**config.mk**
```make
export PLATFORM = sky130hd
export DESIGN_NAME = histogram_mode_bin_average_top
export DESIGN_NICKNAME = d
export VERILOG_FILES = /design/src/hw/rtl/hmba_pkg.sv /design/src/hw/rtl/hmba_ctrl.sv /design/src/hw/rtl/hmba_dp.sv /design/src/hw/rtl/histogram_mode_bin_average_top.sv
export SDC_FILE = /design/constraint.sdc
export NUM_CORES = 2
export LEC_CHECK = 0
export BUFFER_PORTS_ARGS = -buffer_cell sky130_fd_sc_hd__buf_4
export CAP_MARGIN = 0
export CORE_MARGIN = 1.5
export CORE_UTILIZATION = 57
export DETAILED_ROUTE_END_ITERATION = 10
export GPL_TIMING_DRIVEN = 0
export PLACE_DENSITY_LB_ADDON = 0.12
export REMOVE_ABC_BUFFERS = 1
export SLEW_MARGIN = 20
export SYNTH_ARGS = -nofsm -noshare
export SYNTH_HDL_FRONTEND = slang
export SYNTH_SLANG_ARGS = --single-unit
export TNS_END_PERCENT = 10
```
**constraint.sdc**
```tcl
create_clock -name clock -period 4.82 [get_ports clock]
set_input_delay 0 -clock clock [delete_from_list [all_inputs] [get_ports clock]]
set_output_delay 0 -clock clock [all_outputs]
set_load 0.1 [all_outputs]
```
**src/hw/rtl/hmba_pkg.sv**
```systemverilog
// Package for the histogram mode-bin average block.
// Holds payload structs, controller states, command/status structs and constants.
// No dependencies.
package hmba_pkg;

   localparam int SAMPLE_W        = 32;
   localparam int BIN_WIDTH_W     = 16;
   localparam int COUNT_W         = 8;
   localparam int SUM_W           = 40;
   localparam int MODE_BIN_W      = 5;
   localparam int DIV_CNT_W       = 6;

   localparam logic [BIN_WIDTH_W-1:0] BIN_WIDTH_RESET = 16'd100;
   localparam logic [COUNT_W-1:0]     COUNT_MAX       = 8'hFF;

   typedef struct packed {
      logic [SAMPLE_W-1:0] sample;
      logic                last;
   } req_type;

   typedef struct packed {
      logic [SAMPLE_W-1:0]   mode_mean;
      logic [MODE_BIN_W-1:0] mode_bin;
      logic [COUNT_W-1:0]    mode_count;
   } rsp_type;

   typedef enum logic [2:0] {
      ST_IDLE,
      ST_BIN,
      ST_READ,
      ST_UPDATE,
      ST_SCAN_RD,
      ST_SCAN_CMP,
      ST_DIV,
      ST_OUT
   } state_type;

   typedef struct packed {
      logic load;
      logic bin_step;
      logic rd_acc;
      logic update;
      logic rd_scan;
      logic scan_cmp;
      logic div_step;
      logic out_load;
   } cmd_type;

   typedef struct packed {
      logic bin_done;
      logic last;
      logic scan_done;
      logic div_done;
      logic out_free;
   } sts_type;

endpackage

```
**src/hw/rtl/hmba_ctrl.sv**
```systemverilog
// Controller for the histogram mode-bin average block.
// Sequences binning, bin update, mode scan, mean division and result load.
// Depends on hmba_pkg.
module hmba_ctrl
   import hmba_pkg::*;
(
   input  logic    clock,
   input  logic    reset,
   input  logic    req_valid,
   output logic    req_ready,
   input  sts_type sts,
   output cmd_type cmd
);

   state_type state_ff;
   state_type state_in;

   always_ff @(posedge clock) begin
      if (reset) begin
         state_ff <= ST_IDLE;
      end else begin
         state_ff <= state_in;
      end
   end

   always_comb begin
      state_in = state_ff;
      case (state_ff)
         ST_IDLE: begin
            if (req_valid) begin
               state_in = ST_BIN;
            end
         end
         ST_BIN: begin
            if (sts.bin_done) begin
               state_in = ST_READ;
            end
         end
         ST_READ: begin
            state_in = ST_UPDATE;
         end
         ST_UPDATE: begin
            state_in = sts.last ? ST_SCAN_RD : ST_IDLE;
         end
         ST_SCAN_RD: begin
            state_in = ST_SCAN_CMP;
         end
         ST_SCAN_CMP: begin
            state_in = sts.scan_done ? ST_DIV : ST_SCAN_RD;
         end
         ST_DIV: begin
            if (sts.div_done) begin
               state_in = ST_OUT;
            end
         end
         ST_OUT: begin
            if (sts.out_free) begin
               state_in = ST_IDLE;
            end
         end
         default: begin
            state_in = ST_IDLE;
         end
      endcase
   end

   always_comb begin
      cmd       = '0;
      req_ready = 1'b0;
      case (state_ff)
         ST_IDLE: begin
            req_ready = 1'b1;
            cmd.load  = req_valid;
         end
         ST_BIN: begin
            cmd.bin_step = 1'b1;
         end
         ST_READ: begin
            cmd.rd_acc = 1'b1;
         end
         ST_UPDATE: begin
            cmd.update = 1'b1;
         end
         ST_SCAN_RD: begin
            cmd.rd_scan = 1'b1;
         end
         ST_SCAN_CMP: begin
            cmd.scan_cmp = 1'b1;
         end
         ST_DIV: begin
            cmd.div_step = 1'b1;
         end
         ST_OUT: begin
            cmd.out_load = sts.out_free;
         end
         default: begin
            cmd = '0;
         end
      endcase
   end

endmodule

```
**src/hw/rtl/hmba_dp.sv**
```systemverilog
// Datapath for the histogram mode-bin average block.
// Bin index divider, bin memory, mode scan, mean divider and result register.
// Depends on hmba_pkg.
module hmba_dp
   import hmba_pkg::*;
#(
   parameter int NUM_BINS    = 21,
   parameter int MAX_SAMPLES = 128
) (
   input  logic                   clock,
   input  logic                   reset,
   input  req_type                req_data,
   input  logic                   csr_we,
   input  logic [BIN_WIDTH_W-1:0] csr_wdata,
   input  cmd_type                cmd,
   output sts_type                sts,
   output logic                   rsp_valid,
   input  logic                   rsp_ready,
   output rsp_type                rsp_data
);

   localparam int IDX_W   = $clog2(NUM_BINS);
   localparam int BIT_W   = (IDX_W > 1) ? $clog2(IDX_W) : 1;
   localparam int TOT_W   = $clog2(MAX_SAMPLES + 1);
   localparam int ENTRY_W = COUNT_W + SUM_W;
   localparam logic [IDX_W-1:0] LAST_BIN = IDX_W'(NUM_BINS - 1);

   logic [BIN_WIDTH_W-1:0] bin_width_ff;
   logic [BIN_WIDTH_W-1:0] width_ff;
   logic [SAMPLE_W-1:0]    sample_ff;
   logic                   last_ff;
   logic [SAMPLE_W-1:0]    rem_ff, rem_in;
   logic [IDX_W-1:0]       quo_ff, quo_in;
   logic                   over_ff;
   logic [BIT_W-1:0]       bit_ff;
   logic [BIN_WIDTH_W-1:0] width_eff;
   logic [SAMPLE_W-1:0]    trial_div;
   logic [IDX_W-1:0]       bin_idx;

   logic [ENTRY_W-1:0]     mem [NUM_BINS];
   logic [NUM_BINS-1:0]    valid_ff;
   logic [IDX_W-1:0]       rd_addr;
   logic [ENTRY_W-1:0]     rd_data_ff;
   logic                   rd_valid_ff;
   logic [COUNT_W-1:0]     entry_cnt;
   logic [SUM_W-1:0]       entry_sum;
   logic [TOT_W-1:0]       total_ff;
   logic                   do_acc;

   logic [IDX_W-1:0]       scan_ff;
   logic [COUNT_W-1:0]     best_cnt_ff, best_cnt_in;
   logic [IDX_W-1:0]       best_idx_ff, best_idx_in;
   logic [SUM_W-1:0]       best_sum_ff, best_sum_in;

   logic [SUM_W-1:0]       quot_ff;
   logic [COUNT_W-1:0]     drem_ff;
   logic [DIV_CNT_W-1:0]   dstep_ff;
   logic [COUNT_W:0]       div_trial;
   logic                   div_ge;

   logic                   rsp_valid_ff;
   rsp_type                rsp_data_ff;

   assign width_eff = (bin_width_ff == '0) ? BIN_WIDTH_W'(1) : bin_width_ff;
   assign trial_div = SAMPLE_W'(width_ff) << bit_ff;
   assign bin_idx   = (over_ff || quo_ff > LAST_BIN) ? LAST_BIN : quo_ff;

   always_ff @(posedge clock) begin
      if (reset) begin
         bin_width_ff <= BIN_WIDTH_RESET;
      end else if (csr_we) begin
         bin_width_ff <= csr_wdata;
      end
   end

   always_comb begin
      rem_in = rem_ff;
      quo_in = quo_ff;
      if (rem_ff >= trial_div) begin
         rem_in = rem_ff - trial_div;
         quo_in = quo_ff | (IDX_W'(1) << bit_ff);
      end
   end

   always_ff @(posedge clock) begin
      if (cmd.load) begin
         width_ff  <= width_eff;
         sample_ff <= req_data.sample;
         last_ff   <= req_data.last;
         rem_ff    <= req_data.sample;
         quo_ff    <= '0;
         over_ff   <= req_data.sample >= (SAMPLE_W'(width_eff) << IDX_W);
         bit_ff    <= BIT_W'(IDX_W - 1);
      end else if (cmd.bin_step) begin
         rem_ff <= rem_in;
         quo_ff <= quo_in;
         bit_ff <= bit_ff - BIT_W'(1);
      end
   end

   assign rd_addr = cmd.rd_scan ? scan_ff : bin_idx;

   always_ff @(posedge clock) begin
      if (cmd.rd_acc || cmd.rd_scan) begin
         rd_data_ff  <= mem[rd_addr];
         rd_valid_ff <= valid_ff[rd_addr];
      end
   end

   assign entry_cnt = rd_valid_ff ? rd_data_ff[SUM_W +: COUNT_W] : '0;
   assign entry_sum = rd_valid_ff ? rd_data_ff[SUM_W-1:0] : '0;
   assign do_acc    = (total_ff < TOT_W'(MAX_SAMPLES)) && (entry_cnt < COUNT_MAX);

   always_ff @(posedge clock) begin
      if (cmd.update && do_acc) begin
         mem[bin_idx] <= {entry_cnt + COUNT_W'(1), entry_sum + SUM_W'(sample_ff)};
      end
   end

   always_ff @(posedge clock) begin
      if (reset) begin
         valid_ff <= '0;
         total_ff <= '0;
      end else if (cmd.out_load) begin
         valid_ff <= '0;
         total_ff <= '0;
      end else if (cmd.update && do_acc) begin
         valid_ff[bin_idx] <= 1'b1;
         total_ff          <= total_ff + TOT_W'(1);
      end
   end

   always_comb begin
      best_cnt_in = best_cnt_ff;
      best_idx_in = best_idx_ff;
      best_sum_in = best_sum_ff;
      if (cmd.update) begin
         best_cnt_in = '0;
         best_idx_in = '0;
         best_sum_in = '0;
      end else if (cmd.scan_cmp && entry_cnt > best_cnt_ff) begin
         best_cnt_in = entry_cnt;
         best_idx_in = scan_ff;
         best_sum_in = entry_sum;
      end
   end

   always_ff @(posedge clock) begin
      best_cnt_ff <= best_cnt_in;
      best_idx_ff <= best_idx_in;
      best_sum_ff <= best_sum_in;
      if (cmd.update) begin
         scan_ff <= '0;
      end else if (cmd.scan_cmp) begin
         scan_ff <= scan_ff + IDX_W'(1);
      end
   end

   assign div_trial = {drem_ff, quot_ff[SUM_W-1]};
   assign div_ge    = div_trial >= {1'b0, best_cnt_ff};

   always_ff @(posedge clock) begin
      if (cmd.scan_cmp && sts.scan_done) begin
         quot_ff  <= best_sum_in;
         drem_ff  <= '0;
         dstep_ff <= '0;
      end else if (cmd.div_step) begin
         quot_ff  <= {quot_ff[SUM_W-2:0], div_ge};
         drem_ff  <= div_ge ? COUNT_W'(div_trial - {1'b0, best_cnt_ff}) : div_trial[COUNT_W-1:0];
         dstep_ff <= dstep_ff + DIV_CNT_W'(1);
      end
   end

   always_ff @(posedge clock) begin
      if (reset) begin
         rsp_valid_ff <= 1'b0;
      end else if (cmd.out_load) begin
         rsp_valid_ff <= 1'b1;
      end else if (rsp_ready) begin
         rsp_valid_ff <= 1'b0;
      end
   end

   always_ff @(posedge clock) begin
      if (cmd.out_load) begin
         rsp_data_ff.mode_mean  <= (best_cnt_ff == '0) ? '0 : quot_ff[SAMPLE_W-1:0];
         rsp_data_ff.mode_bin   <= MODE_BIN_W'(best_idx_ff);
         rsp_data_ff.mode_count <= best_cnt_ff;
      end
   end

   assign sts.bin_done  = (bit_ff == '0);
   assign sts.last      = last_ff;
   assign sts.scan_done = (scan_ff == LAST_BIN);
   assign sts.div_done  = (dstep_ff == DIV_CNT_W'(SUM_W - 1));
   assign sts.out_free  = !rsp_valid_ff || rsp_ready;

   assign rsp_valid = rsp_valid_ff;
   assign rsp_data  = rsp_data_ff;

endmodule

```
**src/hw/rtl/histogram_mode_bin_average_top.sv**
```systemverilog
// Histogram mode-bin average: top level.
// Instantiates hmba_ctrl and hmba_dp; depends on hmba_pkg.
//
// Usage:
//   req channel (valid/ready) carries one timing sample and a last flag.
//   Each sample lands in bin sample / bin_width, clamped to the last bin.
//   rsp channel (valid/ready) carries, after each set, the truncated mean,
//   index and count of the first most populated bin.
//   csr_we/csr_wdata write bin_width (0 acts as 1); write only while idle.
// Sequence:
//   Each sample passes through the bin divider, one quotient bit per cycle,
//   then one read and one write of the single-port bin memory. A last sample
//   adds a scan (one memory read and compare per bin), a bit-serial mean
//   divider and a load of the result register, which waits while a
//   previous result is still held.
// Reset and stall:
//   Synchronous reset empties all bins and sets bin_width to 100.
//   The result register holds a transaction until rsp_ready; the next set is
//   accepted meanwhile, and only a second finished set waits for it.
module histogram_mode_bin_average_top
   import hmba_pkg::*;
#(
   parameter int NUM_BINS    = 21,
   parameter int MAX_SAMPLES = 128
) (
   input  logic                   clock,
   input  logic                   reset,
   input  logic                   req_valid,
   output logic                   req_ready,
   input  req_type                req_data,
   output logic                   rsp_valid,
   input  logic                   rsp_ready,
   output rsp_type                rsp_data,
   input  logic                   csr_we,
   input  logic [BIN_WIDTH_W-1:0] csr_wdata
);

   cmd_type cmd;
   sts_type sts;

   hmba_ctrl u_ctrl (
      .clock     (clock),
      .reset     (reset),
      .req_valid (req_valid),
      .req_ready (req_ready),
      .sts       (sts),
      .cmd       (cmd)
   );

   hmba_dp #(
      .NUM_BINS    (NUM_BINS),
      .MAX_SAMPLES (MAX_SAMPLES)
   ) u_dp (
      .clock     (clock),
      .reset     (reset),
      .req_data  (req_data),
      .csr_we    (csr_we),
      .csr_wdata (csr_wdata),
      .cmd       (cmd),
      .sts       (sts),
      .rsp_valid (rsp_valid),
      .rsp_ready (rsp_ready),
      .rsp_data  (rsp_data)
   );

endmodule

```
# --- Word level (Yosys, flattened, before mapping) ---
# Memory sizes are Yosys's and may differ from the RTL's. A register that Yosys moved wholly into a read port is not among the register bits.
# Index checks and enable logic that the tools add are counted.
op_classes:
  add_sub_neg: 8
  magnitude_cmp: 10
  eq_ne: 13
  shifts: 2
  muxes: 37
  bitwise: 2
  n_reduce_logical: 21
op_table:
  columns: ["op", "n"]
  rows:
  - ["$mux 40", 5]
  - ["$mux 32", 3]
  - ["$add 40x32->40", 1]
  - ["$ge 32x21->1", 1]
  - ["$ge 32x32->1", 1]
  - ["$shl 16x3->32", 1]
  - ["$sub 32x32->32", 1]
  - ["$pmux 3 s8", 1]
  - ["$or 21x21->21", 1]
  - ["$add 8x1->8 const B", 2]
  - ["$logic_not 16->1", 1]
  - ["$lt 8x8->1 const B", 2]
  - ["$mux 16", 1]
  - ["$mux 8", 2]
  - ["$mux 1", 15]
  - ["$mux 3", 5]
  - ["$eq 3x3->1 const B", 4]
  - ["$lt 5x6->1 const B", 2]
  - ["$mux 5", 2]
  - ["$ge 9x8->1", 1]
  - ["$gt 8x8->1", 1]
  - ["$logic_not 8->1", 1]
  - ["$reduce_bool 2->1", 4]
  - ["$sub 8x8->8", 1]
  - ["other kinds (23)", 34]
word_totals:
  regBits: 297
  ram_bits: 1008
  inputBits: 54
  word_cells: 117
  memories: 1
mem_list:
  columns: ["memory", "words", "width", "rd", "rd_ports_with_merged_regs", "wr", "line", "rtl"]
  rows:
  - ["u_dp.mem", 21, 48, 1, 1, 1, "hmba_dp.sv:40", "logic [ENTRY_W-1:0] mem [NUM_BINS];"]

# --- Depth between registers and ports, before layout ---
depth:
  word_depth: 8
  ltp_mapped: 17
  depth_no_buf: 15

# --- Modules after synthesis ---
# A second synthesis with hierarchy kept.
hier_totals:
  hier_cells: 3698
  area_unflattened_um2: 56221.4
by_module_without_submodules:
  columns: ["module", "instances", "cells_each", "area_each_um2", "seq_area_each_um2"]
  rows:
  - ["hmba_dp", 1, 3669, 55981.2, 39277.7]
  - ["hmba_ctrl", 1, 29, 240.2, 60.1]

# --- Worst setup path after synthesis ---
# No wires, ideal clock.
synth_path:
  path_type: "register to register"
  from: "register u_ctrl.state_ff[1]"
  to: "register u_dp.last_ff (enable)"
  setup_time_ps: 434
  t_arrival_ps: 5093
  required_time_ps: 4386
  path_slack_ps: -706
  path_stages_with_launch: 6
  n_path_buf: 2
  period_less_slack_ps: 5526
  cell_sequence: "dfxtp_1 > clkbuf_1 > nor3_1 > nand2_1 > clkinv_1 > clkbuf_1"
synth_rtl:
  columns: ["item", "line", "rtl"]
  rows:
  - ["from (decl)", "hmba_ctrl.sv:15", "state_type state_ff;"]
  - ["from (signal assigned)", "hmba_ctrl.sv:22", "state_ff <= state_in;"]
  - ["to (signal assigned)", "hmba_dp.sv:89", "last_ff <= req_data.last;"]
  - ["to (decl)", "hmba_dp.sv:31", "logic last_ff;"]

# --- Worst setup path in the final report ---
layout_path:
  from: "register u_dp.rd_valid_ff"
  to: "memory u_dp.mem[4][33] in the netlist's numbering, data pin"
layout_between:
  elab_chain_len: 2
layout_lines:
  columns: ["item", "line", "rtl"]
  rows:
  - ["from (decl)", "hmba_dp.sv:44", "logic rd_valid_ff;"]
  - ["from (signal assigned)", "hmba_dp.sv:106", "rd_valid_ff <= valid_ff[rd_addr];"]
  - ["$mux 40", "hmba_dp.sv:111", "assign entry_sum = rd_valid_ff ? rd_data_ff[SUM_W-1:0] : '0;"]
  - ["$add 40x32->40", "hmba_dp.sv:116", "mem[bin_idx] <= {entry_cnt + COUNT_W'(1), entry_sum + SUM_W'(sample_ff)};"]
  - ["to (decl)", "hmba_dp.sv:40", null]
# No other way between the ends.

==> summary.txt <==
STATUS
--------------------------------------------------------------------------------------------------
Outcome                                                                               finished, final reports clean

SYNTHESIS
--------------------------------------------------------------------------------------------------
Main area contributors after synthesis                                                sky130_fd_sc_hd__edfxtp_1 65%, sky130_fd_sc_hd__nand2_1 7.8%, sky130_fd_sc_hd__dfxtp_1 4.6%
Share of the synthesized area in the top cell type                                          0.6481
Seq cells post-synth                                                                          1353
Warning count from the yosys run                                                                 0
Number of distinct library cells after synthesis                                                79
Main flop type after synthesis                                                        sky130_fd_sc_hd__edfxtp_1
Cell type with the largest total area after synthesis                                 sky130_fd_sc_hd__edfxtp_1
Most instantiated library cell after synthesis                                        sky130_fd_sc_hd__edfxtp_1
Register area share after synthesis                                                         0.6936
Synth async-reset ratio                                                                          0
Synthesized area divided by synthesized cell count                                       12.36 um2
Gate count of the mapped netlist                                                              4587
Commonest cells in the netlist                                                        1224 x sky130_fd_sc_hd__edfxtp_1, 1182 x sky130_fd_sc_hd__nand2_1, 368 x sky130_fd_sc_hd__nand3_1
Netlist area before placement                                                            56710 um2
Number of flops mapped to enable cells by yosys                                               1224

PLACE
--------------------------------------------------------------------------------------------------
Number of buffer cells added on primary ports                                                  100
Final GP Congestion                                                                         0.8701
Number of instances in the placed design                                                      5877
DP HPWL                                                                                  106200 um

DRT
--------------------------------------------------------------------------------------------------
First drt pass iteration count                                                                   6
Detailed-route DRC error count                                                                   0
Vias per cell                                                                                6.354
Average detailed-routed wire length per instance                                          26.66 um
DRT Wirelength                                                                           165900 um
Initial DRC count                                                                             5143
Count of vias placed by the detailed router                                                  39555
Remaining number of nets flagged by the antenna check after routing                              0

GLOBAL ROUTING
--------------------------------------------------------------------------------------------------
Initial antenna violation count                                                                  0
Final global-route overflow total                                                                0
Maximum number of pins on one net before global-route repair                                    87
Total Routing Usage GR                                                                      0.3241
Wire length of the first global-routing pass                                             242300 um
Via count of the first global-routing pass                                                   37630

WORST SETUP PATH
--------------------------------------------------------------------------------------------------
Critical setup path kind                                                                reg -> reg
Required time of the critical path                                                         5250 ps
Kind of launch point of the worst setup path                                              register
Worst-path cell with the longest stage delay                                          sky130_fd_sc_hd__o21ai_0
Family with the most delay on the worst path                                          compound AO/OA/AOI/OAI gates
Critical Path Sink Type                                                                   register
Number of buffer and inverter stages on the critical path                                        3
Maximum fanout count along the critical path                                                    13
Most numerous cell on the critical path                                               sky130_fd_sc_hd__buf_8
Critical Path, Cell by Cell                                                           buf_12, buf_8, buf_8, and2_1, ha_1, nand3_1, o211ai_1, a21oi_1, a31oi_2, a21oi_2, o21ai_2, a31oi_4, o21ai_0, a21boi_2
Worst reg-to-reg setup slack                                                                 70 ps
Maximum cell stage delay along the critical path                                            710 ps
Critical path data arrival time                                                            5180 ps

POWER AND IR DROP
--------------------------------------------------------------------------------------------------
Ratio of total power to cell area                                                     441.3 nW/um2
Static leakage                                                                          0.02406 uW
Worst IR drop on VDD                                                                   0.0002575 V

FINAL LAYOUT
--------------------------------------------------------------------------------------------------
Layout net count                                                                              4983
Antenna cell count                                                                               0
Area used by multi-input combinational logic                                             16770 um2
Area taken by flip-flops and latches                                                     39340 um2
Layout Area Growth over Synthesis                                                           20.00%
FILL cells                                                                                    6532
Share of final-layout standard cells stronger than drive strength 1                         0.1280
Finished Layout Cells                                                                         6225

RUN
--------------------------------------------------------------------------------------------------
Maximum capacitance violations                                                                   0

CLOCKING
--------------------------------------------------------------------------------------------------
Clk Latency, worst-skew pair                                                                750 ps
Clock transition time at the flip-flop clock pins of the worst setup and hold paths          70 ps
Clock tree from TritonCTS                                                                    built
Cell at the root of the clock tree                                                    sky130_fd_sc_hd__clkbuf_16
Htree depth                                                                                      4
Number of sinks driven by the clock tree                                                      1353
Num CTS Buffers                                                                                138
Largest buffer count on any clock path                                                           3

FLOORPLAN
--------------------------------------------------------------------------------------------------
Area of the die                                                                         101400 um2
Row count                                                                                      115
Effective utilization at floorplan                                                          0.5763
Core footprint                                                                           98420 um2
Overall die height                                                                        318.4 um
Die width                                                                                 318.4 um
Number of top-level design ports                                                               101

STA
--------------------------------------------------------------------------------------------------
Count of endpoints failing setup in the final report                                             0
Achievable Freq                                                                          210.4 MHz
Period utilization                                                                          0.9862
Total negative setup slack                                                                    0 ps
Max transition margin                                                                       0.2676
Slew @ Worst Pin                                                                           1095 ps
Worst hold slack after final layout                                                       31.39 ps
Setup skew after layout                                                                   28.13 ps
Final Hold Vio Count                                                                             0
Shortest period the worst path allows                                                      4753 ps
Pins Over Slew Limit                                                                             0

MIN PATH
--------------------------------------------------------------------------------------------------
Hold Path Class                                                                          in -> reg

==> through the flow <==
| step | area [um2] | setup WS [ps] | total power (uW) | util |
|---|---|---|---|---|
| global placement | 57930 | -21920 | 19360 | 0.5886 |
| CTS | 67960 | -17.81 | 30010 | 0.6905 |
| global route | 68060 | -0.2753 | 31080 | 0.6915 |
| detailed placement | 62550 | -637.2 | 19640 | 0.6355 |
| finish | 68060 | 66.53 | 30040 | 0.6915 |
| floorplan | 55570 | -4994 | 17990 | - |
==> power breakdown <==
group	switching (uW)	leakage (uW)	total [uW]	internal [uW]
logic	3240	0.00978	5180	1940
registers	396	0.0122	14500	14100
clock network	4450	0.00212	10400	5950
==> flip-flops by register name, indices dropped and copies added, names as in the netlist, 5 cells and up <==
| name | count |
|---|---|
| u_dp.total_ff | 8 |
| u_dp.bin_width_ff | 16 |
| u_dp.width_ff | 16 |
| u_dp.rsp_data | 45 |
| u_dp.rd_data_ff | 48 |
| u_dp.best_cnt_ff | 8 |
| u_dp.dstep_ff | 6 |
| u_dp.valid_ff | 21 |
| u_dp.best_sum_ff | 40 |
| u_dp.mem | 1008 |
| u_dp.sample_ff | 32 |
| u_dp.quot_ff | 40 |
| u_dp.best_idx_ff | 5 |
| u_dp.quo_ff | 5 |
| u_dp.scan_ff | 5 |
| u_dp.rem_ff | 32 |
| u_dp.drem_ff | 8 |
==> path summary, 6_finish.rpt <==
check / from / cells after the start / endpoint
worst min register to register: u_dp.best_idx_ff[4]$_SDFFE_PP0N_ / 0 / u_dp.rsp_data[12]$_DFFE_PP_
worst max register to register: u_dp.rd_valid_ff$_DFFE_PP_ / 14 / u_dp.mem[4][33]$_DFFE_PP_
worst min-delay path: req_data[21] / 2 / u_dp.sample_ff[20]$_DFFE_PP_
worst max-delay path: u_dp.rd_valid_ff$_DFFE_PP_ / 14 / u_dp.mem[4][33]$_DFFE_PP_
==> area by class of cell <==
| cell class | instances | area share |
|---|---|---|
| clock inverter | 51 | 0.006324 |
| multi-input combinational | 2910 | 0.2464 |
| timing repair buffer | 368 | 0.08444 |
| clock buffer | 198 | 0.05769 |
| sequential | 1353 | 0.5781 |
| inverter | 58 | 0.003364 |
| tap | 1287 | 0.02366 |
==> placed cells by master (no fill, tap or decap), drive strengths merged, types with 4 or more instances in the layout <==
cell type and n:
a211oi 7, mux2i 47, o211ai 56, and2 76, o21ai 71, nor2 143
a21o 96, dfxtp 129, nand4 64, o21a 17, or2 5, nor3 15
or3 13, buf 277, nand2b 9, mux4 6, xnor2 47, inv 61
clkinvlp 4, ha 97, xor2 35, a311oi 50, a22o 5, a21oi 186
o21bai 13, edfxtp 1224, a21boi 9, nor4 10, dlygate4sd3 91, bufinv 5
o31ai 6, a32o 4, clkinv 39, and3 62, a31oi 113, clkbuf 198
nand2 1182, nand3 368, nor2b 13, mux2 43
==> layer usage <==
metal | vias up | GRT usage | share of wire
met3 | 390 | 0.06442 | 0.11
met5 | - | 0 | 0
li1 | 17237 | - | -
met4 | 0 | 0.1153 | 0.033
met2 | 2368 | 0.5063 | 0.46
met1 | 19560 | 0.4558 | 0.40
==> cells by family after synthesis <==
group	share of synthesized area
buffers and inverters	0.02402
flip-flops	0.6936
XOR/XNOR	0.01266
AO/OA/AOI/OAI	0.07671
adder cells (fa/ha/maj)	0.02246
AND/OR/NAND/NOR	0.1515
multiplexers	0.01904
==> repair_timing <==
action                                  CTS  global route
setup buffers                             1             4
resized for setup                        20             6
pin swaps                                 3             5
gates cloned                              1             2
endpoints found under the setup margin  561           221
endpoints found under the hold margin   103             0
hold buffers                             91             0
Note: power is estimated with default switching activity, not from simulation.
